[config.mk]
export PLATFORM = sky130hd
export DESIGN_NAME = scl_result_ser
export DESIGN_NICKNAME = d
export VERILOG_FILES = /design/src/hw/rtl/scl_pkg.sv /design/src/hw/rtl/scl_result_ser.sv
export SDC_FILE = /design/constraint.sdc
export NUM_CORES = 1
export LEC_CHECK = 0
export ABC_AREA = 0
export BUFFER_PORTS_ARGS = -buffer_cell sky130_fd_sc_hd__buf_2
export CORE_MARGIN = 1
export CORE_UTILIZATION = 43
export DETAILED_ROUTE_END_ITERATION = 10
export PLACE_DENSITY = 0.82
export REMOVE_ABC_BUFFERS = 1
export SYNTH_ARGS = -nofsm -noshare
export SYNTH_HDL_FRONTEND = slang
export SYNTH_SLANG_ARGS = --single-unit
[constraint.sdc]
create_clock -name clk -period 1.1 [get_ports clk]
set_input_delay 0 -clock clk [delete_from_list [all_inputs] [get_ports clk]]
set_output_delay 0 -clock clk [all_outputs]
set_load 0.01 [all_outputs]
[src/hw/rtl/scl_pkg.sv]
// Shared types, constants and helper functions of the streaming conv2d line buffer.
`timescale 1ns / 1ps

package scl_pkg;

  // Geometry
  localparam int IMAGE_WIDTH = 64;
  localparam int KERNEL_SIZE = 3;
  localparam int CHANNELS    = 4;
  localparam int FILTERS     = 4;

  localparam int LINES  = KERNEL_SIZE - 1;
  localparam int ADDR_W = $clog2(IMAGE_WIDTH);
  localparam int LSEL_W = (LINES > 1) ? $clog2(LINES) : 1;
  // channel sum never exceeds CHANNELS*255
  localparam int CUR_W  = $clog2(CHANNELS * 255 + 1);
  localparam int SUM_W  = 16;
  localparam int POS_W  = 7;
  localparam int PH_W   = 4;
  localparam int FIDX_W = 2;
  localparam int CIDX_W = 3;
  localparam int CFG_W  = 8;

  localparam logic [7:0] GRID_MAX = 8'd128;

  // Item commands
  localparam logic CMD_SCAN   = 1'b0;
  localparam logic CMD_WEIGHT = 1'b1;

  // Register indexes
  localparam logic [CIDX_W-1:0] REG_STRIDE_ROWS = 3'd0;
  localparam logic [CIDX_W-1:0] REG_STRIDE_COLS = 3'd1;
  localparam logic [CIDX_W-1:0] REG_PAD_AMOUNT  = 3'd2;
  localparam logic [CIDX_W-1:0] REG_GRID_WIDTH  = 3'd3;
  localparam logic [CIDX_W-1:0] REG_GRID_HEIGHT = 3'd4;
  localparam logic [CIDX_W-1:0] REG_CLAMP_LOW   = 3'd5;
  localparam logic [CIDX_W-1:0] REG_CLAMP_HIGH  = 3'd6;

  // Register reset values
  localparam logic [3:0] RST_STRIDE_ROWS = 4'd1;
  localparam logic [3:0] RST_STRIDE_COLS = 4'd1;
  localparam logic [2:0] RST_PAD_AMOUNT  = 3'd1;
  localparam logic [7:0] RST_GRID_WIDTH  = 8'd66;
  localparam logic [7:0] RST_GRID_HEIGHT = 8'd66;
  localparam logic [7:0] RST_CLAMP_LOW   = 8'd0;
  localparam logic [7:0] RST_CLAMP_HIGH  = 8'd255;

  typedef struct packed {
    logic       cmd;
    logic [7:0] pixel_ch0;
    logic [7:0] pixel_ch1;
    logic [7:0] pixel_ch2;
    logic [7:0] pixel_ch3;
    logic [1:0] weight_filter;
    logic [1:0] weight_row;
    logic [1:0] weight_col;
    logic [7:0] weight_value;
  } in_word_t;

  typedef struct packed {
    logic [1:0] filter_index;
    logic [7:0] conv_value;
    logic       last;
  } out_word_t;

  typedef struct packed {
    logic [3:0] stride_rows;
    logic [3:0] stride_cols;
    logic [2:0] pad_amount;
    logic [7:0] grid_width;
    logic [7:0] grid_height;
    logic [7:0] clamp_low;
    logic [7:0] clamp_high;
  } cfg_t;

  // Where the scan stands for the position about to be taken
  typedef struct packed {
    logic              emit;
    logic              in_image;
    logic              col_in;
    logic [ADDR_W-1:0] addr;
    logic [LSEL_W-1:0] oldest;
  } scan_pos_t;

  typedef logic [LINES-1:0][CUR_W-1:0] line_word_t;
  typedef logic [FILTERS-1:0][7:0]     conv_vec_t;

  function automatic logic [PH_W-1:0] start_phase(input logic [3:0] stride,
                                                  input logic [2:0] pad);
    return stride - {1'b0, pad};
  endfunction

  function automatic logic [PH_W-1:0] next_phase(input logic [PH_W-1:0] p,
                                                 input logic [3:0] stride);
    return (p == stride - 4'd1) ? '0 : p + 4'd1;
  endfunction

  function automatic logic [7:0] grid_limit(input logic [7:0] g);
    return (g == 8'd0 || g > GRID_MAX) ? GRID_MAX : g;
  endfunction

  function automatic logic [LSEL_W-1:0] next_line(input logic [LSEL_W-1:0] l);
    return (32'(l) + 1 >= LINES) ? '0 : l + LSEL_W'(1);
  endfunction

endpackage

[src/hw/rtl/scl_result_ser.sv]
// Result buffer that hands out one filter word per cycle while out_ready is high.
`timescale 1ns / 1ps

module scl_result_ser (
  input  logic                 clk,
  input  logic                 rst,
  input  logic                 load,
  input  scl_pkg::conv_vec_t   vals,
  output logic                 free,
  output logic                 out_valid,
  input  logic                 out_ready,
  output scl_pkg::out_word_t   out_data
);

  localparam logic [scl_pkg::FIDX_W-1:0] LAST_IDX = scl_pkg::FIDX_W'(scl_pkg::FILTERS - 1);

  scl_pkg::conv_vec_t        buf_vals;
  logic [scl_pkg::FIDX_W-1:0] idx;
  logic                       busy;
  logic                       is_last;

  assign is_last   = idx == LAST_IDX;
  assign out_valid = busy;
  assign free      = !busy || (out_ready && is_last);

  always_comb begin
    out_data.filter_index = idx;
    out_data.conv_value   = buf_vals[idx];
    out_data.last         = is_last;
  end

  always_ff @(posedge clk) begin
    if (load) begin
      buf_vals <= vals;
    end
  end

  always_ff @(posedge clk) begin
    if (rst) begin
      busy <= 1'b0;
      idx  <= '0;
    end else if (load) begin
      busy <= 1'b1;
      idx  <= '0;
    end else if (busy && out_ready) begin
      if (is_last) begin
        busy <= 1'b0;
      end else begin
        idx <= idx + scl_pkg::FIDX_W'(1);
      end
    end
  end

endmodule

==> impl_results.md <==
- Power per cell area: 1330 mW/mm²
- Max Cap Viol: 0
- Dpl ws: -141 ps
- Crit Path Max Fanout: 6
- Number of CTS-inserted buffers: 5
- Io pins: 49
- Setup violations, final: 13
- Routed WL: 2.99 mm
- Final number of hold-violating endpoints: 0
- Gpl congestion: 0.669
- Vias: 891
- Category of the most critical setup path: reg -> out
- Die Width: 57.4 µm
- Crit path cell chain: buf_6 > mux4_2 > buf_6
- CP max stage delay: 520 ps
- Failing checks: DRC, setup timing
- Clk Latency, worst-skew pair: 330 ps
- Antenna diode count: 0
- FF+latch count, synth: 35
- Status: finished, violations left
- Die area: 0.00330 mm²
- Syn-to-layout area delta: 62.4%
- CP max-delay cell: mux4_2
- Max-slew headroom: 0.782
- Core Region: 0.00283 mm²
- Leakage: 0.000859 µW
- Worst vdd ir: 1050 µV
- Rows: 19
- Max clock buf depth: 2
- Most frequent cells in the layout: 41 x buf_2, 34 x dlygate4sd3_1, 32 x edfxtp_1, 9 x buf_6, 8 x mux4_2
- Die height: 57.4 µm
- Clk root buf: clkbuf_4
- Detail Placement HPWL: 1.57 mm
- Most frequent CP cell: buf_6
- Worst hold margin: 79.7 ps
- Seq/Total Area, Yosys: 0.773
- Critical Path End Type: output port
- # clock sinks: 35
- Critical Path AT: 1510 ps
- Final nets: 186
- Residual DRC: 4
- Post-route setup slack: -407 ps
- Total power: 2850 µW
- Vias per inst: 4.92
- Commonest non-fill, non-tap cell in the layout: buf_2
- HP Class: in -> reg
- WP data required: 1100 ps
- Fin crit share: 1.37
- Starting Density: 0.467
- Setup TNS: -4090 ps
- Vias in the first global route: 1,015
- Antenna violations before repair: 0
- Max Freq: 663 MHz
- Slew Viols, Final: 0
- Iteration count of the initial detailed-routing pass: 7
- Ys Warns: 0
- Share of cells above drive strength 1: 0.527
- First-pass GRT wire length: 4.46 mm
- Final Skew: 8.38 ps
- Post-Syn Area per Cell: 23.2 µm²
- Post-route minimum period: 1510 ps
- Setup slack, reg-to-reg: -240 ps
- # port buffers: 48
- Post-Syn Area: 0.00132 mm²
- Critical path startpoint category: register
- Total GRT Usage: 0.196
- Final ANT Viol Nets: 0
- Post-synthesis cell type count: 15
- Wirelength per Cell: 16.5 µm
- CTS tree: built
- Worst-Margin Slew: 327 ps
- Synth Instances: 57
- H-tree Lvls: 2
- Grt total ovfl: 0
- Starting DRT DRC Count: 26
- Clock-pin slew on the worst setup and hold paths: 110 ps
- RSZ-0062 raised after global routing: yes
- Largest net degree at the start of global routing: 25
state kept, by name, summed over array words and instances (netlist names):
register and flops:
idx 2, out_valid 1, buf_vals 32
worst max-delay path, delay by kind of cell, from the launching register on:
kind / cells / cell delay [ps]
mux: 1 / 520
buf+inv: 2 / 270
flops: 1 / 380
per-stage QoR:
| stage | cell area (µm²) | cells | util |
|---|---|---|---|
| floorplan | 1300 | 54 | - |
| global placement | 1630 | 138 | 0.575 |
| detailed placement | 1630 | 138 | 0.575 |
| CTS | 2110 | 181 | 0.746 |
| global route | 2140 | 181 | 0.758 |
| finish | 2140 | 181 | 0.758 |
what timing repair did:
action                                 in CTS  in global routing
resized for setup                          13                  7
buffers inserted                            1                  0
endpoints found under the hold margin      33                  0
hold buffers                               34                  0
gates cloned                                0                  0
pin swaps                                   2                  0
setup endpoints to repair                  12                 14
final cells by class:
type,instances,area (µm²)
clock inverter,3,43.8
multi-input combinational,18,297
fill,160,686
sequential,35,1030
clock buffer,5,37.5
timing repair buffer,88,697
inverter,1,3.75
tap,31,38.8
synthesized netlist by cell type, drive strengths merged:
master / instances / area, µm²
ha: 1 / 12.5
inv: 1 / 3.75
mux4: 8 / 180
a21oi: 1 / 5.00
nor3: 1 / 5.00
mux2: 2 / 22.5
nor3b: 3 / 27.5
edfxtp: 32 / 961
dfxtp: 3 / 60.1
buf: 3 / 23.8
and3b: 1 / 8.76
a21bo: 1 / 10.0
final timing paths:
path,start,to,depth (start not counted)
setup / recovery,idx[0],out_data[3],3
setup reg to reg,idx[0],idx[1],4
hold / removal,load,buf_vals[7],1
hold reg to reg,out_valid,out_valid,2
where the power goes:
group | switching [µW] | total, µW | leakage [µW] | internal [µW]
Clock | 429 | 908 | 0.0000452 | 478
Sequential | 27.4 | 1580 | 0.000339 | 1560
Combinational | 123 | 353 | 0.000474 | 229
logic make-up after synthesis:
kind of cell             share of synthesized area
adder cells (fa/ha/maj)                    0.00948
AND/OR/NAND/NOR                             0.0313
AO/OA/AOI/OAI                               0.0114
flip-flops                                   0.773
buffers and inverters                       0.0208
multiplexers                                 0.154
layer usage:
layer / global-route usage / part of all wire / up-vias
li1: - / - / 421
met3: 0.0612 / 0.058 / 4
met4: 0.0767 / 0.012 / 0
met5: 0 / 0 / -
met1: 0.161 / 0.31 / 429
met2: 0.409 / 0.62 / 37
No activity file was read; power rests on OpenSTA's default activity.
