===== config.mk =====
export PLATFORM = sky130hd
export DESIGN_NAME = scl_scan_ctrl
export DESIGN_NICKNAME = d
export VERILOG_FILES = /design/src/hw/rtl/scl_pkg.sv /design/src/hw/rtl/scl_scan_ctrl.sv
export SDC_FILE = /design/constraint.sdc
export NUM_CORES = 1
export LEC_CHECK = 0
export CAP_MARGIN = 20
export CORE_ASPECT_RATIO = 1.75
export CORE_MARGIN = 8
export CORE_UTILIZATION = 65
export CTS_BUF_LIST = sky130_fd_sc_hd__clkbuf_8
export CTS_CLUSTER_SIZE = 14
export DETAILED_ROUTE_END_ITERATION = 6
export DONT_BUFFER_PORTS = 1
export GPL_ROUTABILITY_DRIVEN = 0
export HOLD_SLACK_MARGIN = 0.15
export PLACE_DENSITY = 0.81
export REMOVE_ABC_BUFFERS = 1
export SYNTH_ARGS = -nofsm -noshare
export SYNTH_HDL_FRONTEND = slang
export SYNTH_SLANG_ARGS = --single-unit

===== constraint.sdc =====
create_clock -name clk -period 3.9 [get_ports clk]
set_clock_uncertainty 0.1 [all_clocks]
set_input_delay 0.39 -clock clk [delete_from_list [all_inputs] [get_ports clk]]
set_output_delay 0.39 -clock clk [all_outputs]
set_load 0.005 [all_outputs]

===== src/hw/rtl/scl_pkg.sv =====
// Shared types, constants and helper functions of the streaming conv2d line buffer.
`timescale 1ns / 1ps

package scl_pkg;

  // Geometry
  localparam int IMAGE_WIDTH = 64;
  localparam int KERNEL_SIZE = 3;
  localparam int CHANNELS    = 4;
  localparam int FILTERS     = 4;

  localparam int LINES  = KERNEL_SIZE - 1;
  localparam int ADDR_W = $clog2(IMAGE_WIDTH);
  localparam int LSEL_W = (LINES > 1) ? $clog2(LINES) : 1;
  // channel sum never exceeds CHANNELS*255
  localparam int CUR_W  = $clog2(CHANNELS * 255 + 1);
  localparam int SUM_W  = 16;
  localparam int POS_W  = 7;
  localparam int PH_W   = 4;
  localparam int FIDX_W = 2;
  localparam int CIDX_W = 3;
  localparam int CFG_W  = 8;

  localparam logic [7:0] GRID_MAX = 8'd128;

  // Item commands
  localparam logic CMD_SCAN   = 1'b0;
  localparam logic CMD_WEIGHT = 1'b1;

  // Register indexes
  localparam logic [CIDX_W-1:0] REG_STRIDE_ROWS = 3'd0;
  localparam logic [CIDX_W-1:0] REG_STRIDE_COLS = 3'd1;
  localparam logic [CIDX_W-1:0] REG_PAD_AMOUNT  = 3'd2;
  localparam logic [CIDX_W-1:0] REG_GRID_WIDTH  = 3'd3;
  localparam logic [CIDX_W-1:0] REG_GRID_HEIGHT = 3'd4;
  localparam logic [CIDX_W-1:0] REG_CLAMP_LOW   = 3'd5;
  localparam logic [CIDX_W-1:0] REG_CLAMP_HIGH  = 3'd6;

  // Register reset values
  localparam logic [3:0] RST_STRIDE_ROWS = 4'd1;
  localparam logic [3:0] RST_STRIDE_COLS = 4'd1;
  localparam logic [2:0] RST_PAD_AMOUNT  = 3'd1;
  localparam logic [7:0] RST_GRID_WIDTH  = 8'd66;
  localparam logic [7:0] RST_GRID_HEIGHT = 8'd66;
  localparam logic [7:0] RST_CLAMP_LOW   = 8'd0;
  localparam logic [7:0] RST_CLAMP_HIGH  = 8'd255;

  typedef struct packed {
    logic       cmd;
    logic [7:0] pixel_ch0;
    logic [7:0] pixel_ch1;
    logic [7:0] pixel_ch2;
    logic [7:0] pixel_ch3;
    logic [1:0] weight_filter;
    logic [1:0] weight_row;
    logic [1:0] weight_col;
    logic [7:0] weight_value;
  } in_word_t;

  typedef struct packed {
    logic [1:0] filter_index;
    logic [7:0] conv_value;
    logic       last;
  } out_word_t;

  typedef struct packed {
    logic [3:0] stride_rows;
    logic [3:0] stride_cols;
    logic [2:0] pad_amount;
    logic [7:0] grid_width;
    logic [7:0] grid_height;
    logic [7:0] clamp_low;
    logic [7:0] clamp_high;
  } cfg_t;

  // Where the scan stands for the position about to be taken
  typedef struct packed {
    logic              emit;
    logic              in_image;
    logic              col_in;
    logic [ADDR_W-1:0] addr;
    logic [LSEL_W-1:0] oldest;
  } scan_pos_t;

  typedef logic [LINES-1:0][CUR_W-1:0] line_word_t;
  typedef logic [FILTERS-1:0][7:0]     conv_vec_t;

  function automatic logic [PH_W-1:0] start_phase(input logic [3:0] stride,
                                                  input logic [2:0] pad);
    return stride - {1'b0, pad};
  endfunction

  function automatic logic [PH_W-1:0] next_phase(input logic [PH_W-1:0] p,
                                                 input logic [3:0] stride);
    return (p == stride - 4'd1) ? '0 : p + 4'd1;
  endfunction

  function automatic logic [7:0] grid_limit(input logic [7:0] g);
    return (g == 8'd0 || g > GRID_MAX) ? GRID_MAX : g;
  endfunction

  function automatic logic [LSEL_W-1:0] next_line(input logic [LSEL_W-1:0] l);
    return (32'(l) + 1 >= LINES) ? '0 : l + LSEL_W'(1);
  endfunction

endpackage


===== src/hw/rtl/scl_scan_ctrl.sv =====
// Scan position, stride phase and line rotation counters.
`timescale 1ns / 1ps

module scl_scan_ctrl (
  input  logic                 clk,
  input  logic                 rst,
  input  logic                 step,
  input  scl_pkg::cfg_t        cfg,
  output scl_pkg::scan_pos_t   pos
);

  logic [scl_pkg::POS_W-1:0]  row;
  logic [scl_pkg::POS_W-1:0]  col;
  logic [scl_pkg::PH_W-1:0]   row_phase;
  logic [scl_pkg::PH_W-1:0]   col_phase;
  logic [scl_pkg::LSEL_W-1:0] oldest;

  logic col_end;
  logic row_end;

  assign col_end = ({1'b0, col} + 8'd1) >= scl_pkg::grid_limit(cfg.grid_width);
  assign row_end = ({1'b0, row} + 8'd1) >= scl_pkg::grid_limit(cfg.grid_height);

  always_comb begin
    pos.col_in   = 32'(col) < scl_pkg::IMAGE_WIDTH;
    pos.in_image = pos.col_in && (32'(row) < scl_pkg::IMAGE_WIDTH);
    pos.emit     = (row >= {4'd0, cfg.pad_amount}) && (col >= {4'd0, cfg.pad_amount}) &&
                   (row_phase == '0) && (col_phase == '0);
    pos.addr     = scl_pkg::ADDR_W'(col);
    pos.oldest   = oldest;
  end

  always_ff @(posedge clk) begin
    if (rst) begin
      row       <= '0;
      col       <= '0;
      oldest    <= '0;
      row_phase <= scl_pkg::start_phase(scl_pkg::RST_STRIDE_ROWS, scl_pkg::RST_PAD_AMOUNT);
      col_phase <= scl_pkg::start_phase(scl_pkg::RST_STRIDE_COLS, scl_pkg::RST_PAD_AMOUNT);
    end else if (step) begin
      if (col_end) begin
        col       <= '0;
        col_phase <= scl_pkg::start_phase(cfg.stride_cols, cfg.pad_amount);
        if (row_end) begin
          row       <= '0;
          oldest    <= '0;
          row_phase <= scl_pkg::start_phase(cfg.stride_rows, cfg.pad_amount);
        end else begin
          row       <= row + 7'd1;
          oldest    <= scl_pkg::next_line(oldest);
          row_phase <= scl_pkg::next_phase(row_phase, cfg.stride_rows);
        end
      end else begin
        col       <= col + 7'd1;
        col_phase <= scl_pkg::next_phase(col_phase, cfg.stride_cols);
      end
    end
  end

endmodule


==> results of run 1 <==
==> final cells by class <==
class / instances / share of cell area [%]
inverters: 23 / 3.60
clock buffers: 3 / 1.72
well taps: 46 / 2.40
multi-input cells: 229 / 72.2
repair buffers: 2 / 0.730
clock inverters: 1 / 0.156
flip-flops and latches: 23 / 19.2
==> synth_stat cells (2+ instances only) <==
master    count  area share (%)
a21oi_1      24             5.1
a21boi_0      2            0.63
a311oi_1      2            0.74
clkbuf_1      5            0.79
inv_1        23             3.6
a211oi_1      4             1.3
xnor2_1      13             4.8
o21ai_0      11             2.3
nand2b_1     15             4.0
nor3_1        8             1.7
mux2i_1       4             1.7
nand4b_1      4             1.5
buf_4         9             2.9
a221oi_1      2            0.74
a211o_1       2            0.74
xor2_1       13             4.8
nand3_1      12             2.5
and3_1        7             1.9
nor2_1       15             2.4
a31oi_1       5             1.3
nand2_1      12             1.9
nor4_1        5             1.3
fa_1          2             1.7
dfxtp_1      23              19
ha_1         36              19
nand3b_1      4             1.3
a21o_1        3            0.95
nor2b_1       4             1.1
nand4_1       3            0.79
==> critical path, delay by kind of cell (launching register included) <==
kind	cells	cell delay, ns
AND/OR/NAND/NOR	3	0.43
XOR/XNOR	1	0.23
AO/OA/AOI/OAI	4	1.51
adder cells (fa/ha/maj)	2	0.44
flip-flops	1	0.39
==> cell usage in the layout, fill, tap and decap left out, drive strengths merged, types with 3 or more instances in the layout <==
master / instances
nor2b: 4
nand3b: 4
nand2: 14
dfxtp: 23
mux2i: 4
ha: 36
inv: 24
xnor2: 13
nor4: 5
a211oi: 4
o21ai: 11
nand2b: 15
nor2: 15
clkbuf: 3
and3: 7
nand3: 12
nand4b: 4
a21oi: 24
nand4: 3
xor2: 13
a31oi: 5
nor3: 8
a21o: 3
a311oi: 3
==> stage by stage <==
step / cells / area, um^2
global placement: 322 / 2340
finish: 327 / 2400
floorplan: 275 / 2280
detailed placement: 322 / 2340
CTS: 327 / 2400
global route: 327 / 2400
==> layer usage <==
metal	vias up	part of all wire [%]	global-route usage, %
li1	1022	-	-
met1	956	40	18.9
met2	53	52	33.1
met3	2	6.7	3.75
met4	0	0.88	6.88
met5	-	0	0
==> flip-flops by register name, summed over array words and instances, names as in the netlist <==
register / count
col: 7
row_phase: 4
oldest: 1
row: 7
col_phase: 4
==> power groups by stage <==
stage	Sequential [uW]	Clock, uW	Combinational (uW)
2_1_floorplan	258	0	121
3_3_place_gp	261	0	145
3_5_place_dp	261	0	150
4_1_cts	256	149	155
5_1_grt	257	158	173
6_report	256	147	154
==> path summary, 6_finish.rpt <==
kind | from | slack [ns] | end | cells after the start
setup reg to reg | row[0] | 0.66 | row_phase[1] | 10
hold reg to reg | col[6] | 0.39 | col[6] | 2
hold / removal | step | 0.17 | col[1] | 2
setup / recovery | row[0] | 0.66 | row_phase[1] | 10
==> kinds of logic after synthesis <==
kind of cell	Yosys count	share of synthesized area (%)
AO/OA/AOI/OAI	67	19.1
XOR/XNOR	26	9.62
adder cells (fa/ha/maj)	38	20.7
buffers and inverters	37	7.30
flip-flops	23	19.5
multiplexers	4	1.69
AND/OR/NAND/NOR	94	22.1
==> run summary, run 1 <==
The number of violations reported at the end of detailed-routing iteration 0 came out at 72. The mean number of vias per cell came out at 6.22. The overall die area came out at 0.00590 mm^2. Summed over all nets, the half-perimeter wirelength after detailed placement is 4140 um. Clock tree synthesis inserted a total of 3 buffers.

Among the stages of the critical path, the cell type that occurs most often is ha_1. The net switching fraction of the power came out at approximately 31%. The area of the mapped netlist is 0.00237 mm^2.

The mean cell area of the mapped netlist is between 8 and 9 um^2. On the worst path, the slowest cell contributes a delay of 0.85 ns. Counting the fill cells in the layout gives 326. The top-level port count is 56. The run finished with clean final reports. The kind of launch point of the worst setup path is a flip-flop. The slowest stage of the critical path belongs to the cell o31ai_1. For this run, the share of the core covered by cells in the final layout is 67.5%. The number of buffers on the longest clock path came out at 2. The number of rows in the core area came out at 29. The sequential cell area is 460 um^2. Counting flops with a built-in enable in the synthesized netlist gives 0. The worst setup timing slack at the placement stage came out at 0.673 ns.

The initial core utilization is between 60% and 70%. The multi-input combinational cells in the finished layout cover a total of 0.00173 mm^2. The number of antenna violations at the first check in global routing came out at 0.

The arrival time of data at the critical path endpoint is between 3 and 4 ns. The part of the cycle the worst path needs came out at 83.0%. The count of port buffers added during placement is 0. Power spread over the standard cell area amounts to 232 mW/mm^2.

The global-route congestion overflow total came out at 0. The number of synthesis warnings came out at 0. The cell count after synthesis came out at 289. Timing would allow up to a little over 300 MHz. Setup repair after global routing left no endpoint under its margin. In the final routed layout, each cell accounts on average for 16.0 um.

The floorplan step set the die height to ~96 um. The CTS clock-pin slew for the worst setup and hold paths is approximately 0.08 ns. VDD sags by at most around 300 uV.

Summing internal, switching and leakage power gives 557 uW. The async set-reset flop share out of synthesis is 0%. The share of power burned in the clock network is a little over a quarter. The first detailed-routing pass took 4 iterations. Along the worst path, the maximum fanout reaches 8.

The number of setup buffers added after CTS came out at 0. The tightest min-delay check is of the in2reg type. Global routing consumed, over all layers together, 18.1% of the routing resources. The number of synthesized register bits is 23. The worst-case setup margin in the final layout is around 0.66 ns.

The via count of the first global-routing pass came out at between 2,000 and 2,500. Hold timing on the final database bottoms out at a slack of 0.170 ns. The count of vias placed by the detailed router came out at 2,033. The number of failing hold endpoints at the final stage is 0.

Traced cell by cell, the critical path runs through ha_1 -> nand3_1 -> nor2_1 -> xor2_1 -> ha_1 -> nand4_1 -> o31ai_1 -> a31oi_1 -> a221oi_1 -> a211oi_1. The remaining antenna violation count came out at 0. The fraction of the yosys area taken by sequential cells came out at 19.5%. The post-detailed-routing wire length is 5230 um.

The sequential group share of total power is 45.9%. The internal power is 384 uW. The tree is rooted in a clkbuf_8.

The flip-flop cell with the highest count after synthesis is dfxtp_1. The core area is 0.00356 mm^2. The share of layout cells above drive strength 1 came out at 3.91%.

The relative slew slack is 32.6%. The data required time of the worst path came out at between 3 and 4 ns. The critical path is of the reg2reg type. The slew at the pin with the worst max-slew slack came out at 1.00 ns.

The worst setup path is captured at a flip-flop. From left edge to right edge, the die measures 61.6 um. The final setup violation count is 0. The number of gates resized after CTS was 0. Setup total negative slack on the finished layout was measured at 0 ns. The net switching power of the design came out at about 170 uW. The relative contribution of combinational cells to total power is 27.7%. The TritonCTS sink count came out at 23. The number of distinct library cell variants in the gate-level netlist after synthesis came out at 46. The quantity of hold-fixing buffers added after cts came out at 1. The maximum level of the CTS H-tree came out at 1. The growth of design area from synthesis to finish is 1.43%. The CTS tree is yes. The first global-routing pass estimated 8560 um of wire.

The antenna diode count came out at 0. Entering global routing, the biggest net connects 21 pins. The post-detailed-route DRC marker count came out at 0. The later-pin clock latency in the skew report came out at roughly 0.26 ns. The net count of the finished layout is 366. The max-capacitance violation count came out at 0. The final number of max-transition violations came out at 0. Subtracting the final worst setup slack from the clock period gives 3.24 ns. Summed over all cells, the static leakage comes to between 0.001 and 0.0015 uW.
(Power assumes the default switching activity.)
==> inputs of run 2 (changes only) <==
--- a/config.mk
+++ b/config.mk
@@ -5,17 +5,18 @@
 export SDC_FILE = /design/constraint.sdc
 export NUM_CORES = 1
 export LEC_CHECK = 0
+export ABC_AREA = 1
 export CAP_MARGIN = 20
 export CORE_ASPECT_RATIO = 1.75
 export CORE_MARGIN = 8
-export CORE_UTILIZATION = 65
+export CORE_UTILIZATION = 60
 export CTS_BUF_LIST = sky130_fd_sc_hd__clkbuf_8
 export CTS_CLUSTER_SIZE = 14
 export DETAILED_ROUTE_END_ITERATION = 6
 export DONT_BUFFER_PORTS = 1
 export GPL_ROUTABILITY_DRIVEN = 0
 export HOLD_SLACK_MARGIN = 0.15
-export PLACE_DENSITY = 0.81
+export PLACE_DENSITY = 0.79
 export REMOVE_ABC_BUFFERS = 1
 export SYNTH_ARGS = -nofsm -noshare
 export SYNTH_HDL_FRONTEND = slang
==> constraint.sdc (replaced) <==
create_clock -name clk -period 2.6 [get_ports clk]
set_clock_uncertainty 0.1 [all_clocks]
set_input_delay 0.26 -clock clk [delete_from_list [all_inputs] [get_ports clk]]
set_output_delay 0.26 -clock clk [all_outputs]
set_load 0.005 [all_outputs]
==> run 2 against run 1 <==
  * Sequential power is 48% higher
  * Largest power group unchanged
  * Combinational power is 83% higher
  * Global-route usage is 0.20 points lower
  * Core utilization is 0.14 points lower
  * Non-clock buffer count is 13 higher
  * Final cell count is 35% higher
  * Critical endpoint is now col[2]
  * Total power is 60% higher
  * Area after synthesis is 8.9% higher
  * Wire length is 11% higher
  * Worst setup slack worse by 0.53 ns
  * Clock-buffer cell count stayed put
==> run summary, run 2 <==
The growth of design area from synthesis to finish is 8.45%. The total track usage is 17.9%. Counting instances in the post-synthesis netlist gives the leading cell types as nand2_1, inv_1, ha_1. The final number of max-transition violations came out at 0.

The max-capacitance violation count came out at 0. For this configuration, the core starts out at a cell density of 62.1%. Yosys instantiated no cell more often than nand2_1.

Leaving out fill and tap cells, the most frequent cells in the layout are nand2_1, inv_1, ha_1. The total overflow left after global routing is 0. The combinational family with the most area after synthesis is simple AND/OR/NAND/NOR gates. In this run the mean area of a mapped cell was 6.71 um^2. The largest registers in the layout are col (7), row (7).

The later-pin clock latency in the skew report came out at 0.27 ns. Entering global routing, the biggest net connects 15 pins. The critical path is of the reg2reg type. The fraction of the yosys area taken by sequential cells came out at around 18%.

Leaving out fill and tap cells, the most frequent cell in the layout is nand2_1. The count of vias placed by the detailed router came out at roughly 2,300. Of all cell types, the one taking the most synthesized area is dfxtp_1. The internal reg-to-reg setup slack is 0.13 ns.

The global-route wire length before repair is 9910 um. The post-route non-filler standard cell count came out at 440. The relative slew slack is between 50 and 60%. CTS built an H-tree with a depth of 1. Summed over all nets, the half-perimeter wirelength after detailed placement is 4730 um.

The worst hold path passes through 4 cells. Timing would allow up to 406 MHz. The most critical setup path has its startpoint at col[0]. The number of failing hold endpoints at the final stage came out at 0. The number of clock buffers added by TritonCTS is 3. Yosys mapped a number of flops with a built-in enable equal to 0. The run finished with clean final reports.

56 I/O pins were placed. The number of antenna violations at the first check in global routing came out at 0. Counting cells, the worst reg-to-reg path comes to 13. The data required time of the worst path came out at 2.69 ns. The filler cell count in the final layout is roughly 370. The number of rows in the core area came out at 31. The path class of the tightest hold or removal check is in2reg.

The worst flop-to-flop path endpoint is col[2]. The clock root buffer master is clkbuf_8. The area of the mapped netlist is 0.00258 mm^2. The final setup violation count is 0. For this run, asynchronously set or reset flops after synthesis account for 0%.

The die is between 60 and 70 um wide. The part of the cycle the worst path needs came out at a little over nine tenths. The adder-cell share of the synthesized area came out at 19.0%.

The share of layout cells above drive strength 1 came out at 12.5%. The post-detailed-route DRC marker count came out at 0. The number of synthesized register bits came out at 23. Setup repair after global routing left no endpoint under its margin. The remaining antenna violation count came out at 0. The post-layout minimum cycle time came out at 2.47 ns. Hold is met by 0.157 ns. The post-detailed-routing wire length is between 5000 and 6000 um. For this design, the sink count on the clock tree is 23. The worst hold path terminates at col_phase[0].

Yosys attributes the largest share of cell area to dfxtp_1, ha_1, nand2_1. The die covers approximately 0.0067 mm^2. The iteration count of the initial detailed-routing pass is 4. The power density over cell area came out at 319 mW/mm^2. The post-synthesis instance total is between 300 and 400.

The biggest fanout along the worst timing path came out at 6. The vertical die dimension came out at 103 um. The leakage power summed over all cells is 0.00146 uW. The slew at the pin with the worst max-slew slack came out at 0.708 ns.

For this run, the leading register cell type out of synthesis is dfxtp_1. After detailed placement, the design holds a cell count of 430. The synthesized netlist devotes 37.4% of its cell area to simple gates. After synthesis, the largest area contributor takes up 17.9% of total cell area. The number of buffers on the longest clock path came out at 2.

The arrival time of data at the critical path endpoint is about 2.6 ns. TritonCTS built the clock tree. The core area came out at roughly 0.0042 mm^2. The final routed wire length divided by cell count is 13.2 um. The CTS clock-pin slew for the worst setup and hold paths came out at approximately 0.09 ns.

The post-synthesis xor/xnor area fraction came out at about 7.1%. The net count reported at finish came out at 476. The count of port buffers added during placement came out at 0. Across the VDD grid, the largest voltage drop is 311 uV. The launch point of the worst hold path is step. For this run, the number of Yosys warnings is 0.

The worst register-to-register path begins at col[0]. STA classifies the critical path endpoint as a flip-flop. The synthesized-area fraction occupied by ao, oa, aoi and oai cells came out at about 6.7%. The antenna diode count is 0. The number of distinct library cell variants in the gate-level netlist after synthesis came out at 40. STA classifies the critical path startpoint as a flip-flop. The via count of the first global-routing pass came out at 2,375.

In this run, the number of DRC markers left after iteration 0 of detailed routing was 82. The mean number of vias per cell came out at roughly 5.3. Of the post-synthesis cell area, the part taken by muxes is 0%.
==> run 2: cell count changes after synthesis, sizes merged, moves of 8 or more <==
cell | before | now
a21oi | 24 | 16
inv | 23 | 59
nor2 | 15 | 37
nand2 | 14 | 114
xnor2 | 13 | 4
nand2b | 15 | 0
nand3 | 12 | 20
==> run 2: cell families after synthesis <==
family,after synthesis
fa+ha+maj,38
simple gates,199
xor+xnor,21
compound gates,32
buf+inv,71
flops,23
==> run 2: worst max-delay path, cell delays in order, from the launching register on <==
cell and delay (ns):
dfxtp_2 0.38, ha_4 0.16, nand3_2 0.10, nor3b_2 0.21, xor2_1 0.22, ha_1 0.27, nand2_2 0.10, nor2_1 0.08
nor2_4 0.14, nand3_4 0.15, nor2_4 0.19, buf_12 0.13, nand2_1 0.05, a21oi_1 0.12
==> run 2: layout make-up <==
type | count | area, um^2 | share of cell area (%)
Clock buffer | 3 | 41.3 | 1.48
Clock inverter | 1 | 5.00 | 0.179
Inverter | 59 | 226 | 8.10
Multi-Input combinational cell | 290 | 1850 | 66.3
Sequential cell | 23 | 465 | 16.7
Tap cell | 49 | 61.3 | 2.19
Timing Repair Buffer | 15 | 143 | 5.10
==> run 2: per-layer routing <==
metal	vias up	part of all wire, %	wire [um]	track usage, %
met5	-	0	0	0
met4	0	0.83	48	4.39
met3	5	4.3	248	3.05
met2	31	56	3270	36.9
met1	1061	38	2230	17.1
li1	1220	-	-	-
==> run 2: timing repair <==
action | 4_1_cts | 5_1_grt
endpoints found under the setup margin | 0 | 22
hold endpoints to repair | 19 | 0
buffers inserted | 0 | 4
hold buffers | 2 | 0
resized for setup | 0 | 12
==> run 2: how the worst max path moves through the flow <==
stage / to / slack (ns) / depth (start not counted)
floorplan: row_phase[3] / 0.24 / 15
global placement: row_phase[3] / 0.01 / 15
detailed placement: row_phase[3] / -0.05 / 15
CTS: col_phase[1] / 0.05 / 15
global route: row[6] / 0.009 / 15
finish: col[2] / 0.13 / 13
==> run 2: metrics by stage <==
stage	util [%]	total power, uW	area [um^2]	setup TNS, ns	worst slack [ns]
2_1_floorplan	-	583	2500	0	0.239
3_3_place_gp	63.2	633	2630	0	0.0102
3_5_place_dp	63.2	641	2630	-0.153	-0.0507
4_1_cts	64.8	873	2690	0	0.0485
5_1_grt	67.4	953	2800	0	0.00876
6_report	67.4	892	2800	0	0.134
==> run 2: power breakdown <==
| group | total [uW] | switching (uW) | internal, uW |
|---|---|---|---|
| clock | 230 | 123 | 107 |
| combinational | 282 | 164 | 118 |
| sequential | 379 | 15.0 | 364 |
| total | 892 | 302 | 589 |
==> inputs of run 3 (changes only) <==
--- a/config.mk
+++ b/config.mk
@@ -17,7 +17,6 @@
 export GPL_ROUTABILITY_DRIVEN = 0
 export HOLD_SLACK_MARGIN = 0.15
 export PLACE_DENSITY = 0.79
-export REMOVE_ABC_BUFFERS = 1
 export SYNTH_ARGS = -nofsm -noshare
 export SYNTH_HDL_FRONTEND = slang
 export SYNTH_SLANG_ARGS = --single-unit
==> run 3 against run 2 <==
  * Non-clock buffer count decreased by 5
  * Combinational power decreased by 4%
  * Hold slack improved by 0.010 ns
  * Critical path depth increased by 1
  * Core utilization decreased by 1.3 points
  * Largest power group unchanged
  * Sequential share of layout area increased by 0.46 points
  * Clock power about the same
  * Sequential power about the same
==> run summary, run 3 (synthesis results as in run 2) <==
The flow ran to the end, and the final reports show no timing, DRC or antenna violations. The iteration count of the initial detailed-routing pass came out at 5. The internal reg-to-reg setup slack is 0.13 ns.

The post-detailed-routing wire length came out at 5560 um. In the finished design, the share of the clock period the worst path needs comes to 94.8%. Once detail routing completed, the nets flagged for antenna violations numbered 0. The number of failing hold endpoints at the final stage is 0. The worst setup path startpoint is col[1]. The tightest min-delay check is of the in2reg type. The clock root buffer master is clkbuf_8. The number of rows in the core area came out at 31. The kind of critical path is reg2reg. The post-synthesis net count came out at approximately 470. Measured against its own limit, the worst slew margin works out to 53.7%. The worst flop-to-flop path endpoint is col_phase[1]. The number of buffers and inverters on the critical path came out at 1. The worst setup path is launched from a flip-flop. In this run the power density over the cells is roughly 320 mW/mm^2. The worst-case setup margin in the final layout is 0.134 ns. The final setup violation count is 0. The number of placed cells counting well taps is 425.

The number of antenna violations at the first check in global routing came to 0. The number of buffers on the longest clock path came out at 2. The signal on the critical path passes through ha_4 -> nand3_2 -> nor3b_2 -> xor2_1 -> ha_1 -> nand2_2 -> nor2_2 -> nor2_4 -> nand3_4 -> nor2_4 -> nand2_1 -> nand3_1 -> nand2_1 -> inv_1. The worst hold slack came out at 0.167 ns.

The worst setup timing slack at the placement stage came out at -0.0498 ns. The TritonCTS sink count is 23. The library cell used most frequently in the layout, excluding fill and tap cells, is nand2_1. The slew at the pin with the worst max-slew slack is 0.693 ns. In this run the number of H-tree levels came out at 1. The number of violations reported at the end of detailed-routing iteration 0 came out at 49. The share of layout cells above drive strength 1 came out at roughly an eighth. The via count of the first global-routing pass came out at 2,306. In this run the critical register-to-register path is launched from col[1]. The highest clock frequency the design can meet is between 400 and 500 MHz.

The top-level port count came out at 56. The leakage power summed over all cells came out at 0.00143 uW. The count of vias placed by the detailed router came out at between 2,000 and 2,500. On the critical path the largest part of the delay comes from simple AND/OR/NAND/NOR gates. The mean number of vias per cell came out at between 5 and 6.

In this run, CTS created clock tree buffers numbering 3. After layout, the minimum clock period comes to 2.47 ns. In this run the worst setup path terminates at col_phase[1]. The overall die area is 0.00673 mm^2.

Excluding fillers, the count of instances in the completed layout stands at roughly 440. For this configuration, the core starts out at a cell density of 62.1%. Setup repair after global routing could not meet its margin everywhere.

The count of port buffers added during placement came out at 0. Total power for the finished layout comes to 876 uW. The largest net degree at the start of global routing came out at 15. TritonCTS built the clock tree. The number of antenna diodes in the final layout is 0. The final routed wire length divided by cell count is around 13 um. The net count reported at finish is around 470. Leaving out fill and tap cells, the most frequent cells in the layout are nand2_1, inv_1, ha_1. The data required time of the worst path came out at 2.72 ns.

The max-capacitance violation count came out at 0. The global-route wire length before repair came out at approximately 9500 um. STA classifies the critical path endpoint as a flip-flop.

The maximum cell stage delay along the critical path is 0.39 ns. The largest individual stage delay along the critical path comes from the cell dfxtp_4. Clock-pin slew was measured on the worst setup and hold paths at 0.09 ns. Along the worst path, the maximum fanout reaches 8. The later-pin clock latency in the skew report is 0.27 ns. The critical path runs through a total of 14 cells.

The arrival time of data at the critical path endpoint is 2.59 ns. The total half-perimeter wirelength after legalization and detailed placement is 4730 um. The largest voltage drop on the vdd net came out at 347 uV.

The area growth from synthesis to layout is 6.41%. The largest registers in the layout are col (7), row (7). The vertical die dimension is 103 um. The horizontal die dimension came out at 65.5 um. The post-detailed-route DRC marker count came out at 0. The total track usage came out at roughly 17%.

The core area is 0.00415 mm^2. The length in cells of the worst reg-to-reg path came out at 14. The final number of max-transition violations came out at 0.

The global-route congestion overflow total is 0.
-- run 3: cell types whose count changed in the layout (fill, tap and decap cells not counted), sizes merged --
cell / change
buf: -5
-- run 3: cell type report --
cell class | instances | area, um^2
clock buffers | 3 | 41.3
clock inverters | 1 | 5.00
fillers | 399 | 1410
inverters | 59 | 229
multi-input cells | 290 | 1860
flip-flops and latches | 23 | 469
well taps | 49 | 61.3
repair buffers | 10 | 80.1
-- run 3: how the worst min path moves through the flow --
| stage | cells past startpoint | from | slack (ns) | to |
|---|---|---|---|---|
| after floorplan | 3 | rst | 0.30 | col_phase[3] |
| after global placement | 1 | rst | 0.23 | col[1] |
| after detailed placement | 1 | rst | 0.23 | col[3] |
| after CTS | 4 | cfg[42] | 0.15 | row_phase[3] |
| after global routing | 4 | cfg[42] | 0.17 | row_phase[3] |
| final | 4 | step | 0.17 | col_phase[2] |
-- run 3: metrics by stage --
stage	TNS, ns	cell area [um^2]	util [%]
2_1_floorplan	0	2580	-
3_3_place_gp	0	2590	62.3
3_5_place_dp	-0.193	2590	62.3
4_1_cts	0	2650	63.9
5_1_grt	-0.0242	2740	66.1
6_report	0	2740	66.1
-- run 3: report_power, final --
group          internal (uW)  switching (uW)
clock                    107             120
sequential               364            15.1
combinational            107             163
total                    578             298
-- run 3: tightest hold or removal path, delay by kind of cell --
kind          cells  cell delay [ns]
simple gates      4             0.25
-- run 3: metal layers --
layer	vias up	wire [um]	track usage, %
met5	-	0	0
met4	0	129	5.57
met3	10	267	3.16
met2	36	3080	34.9
met1	1038	2080	16.3
li1	1216	-	-
-- run 3: repair_timing --
item	CTS	global route
hold endpoints to repair	20	0
endpoints found under the setup margin	0	23
resized for setup	0	17
hold buffers	2	0
buffers inserted	0	4
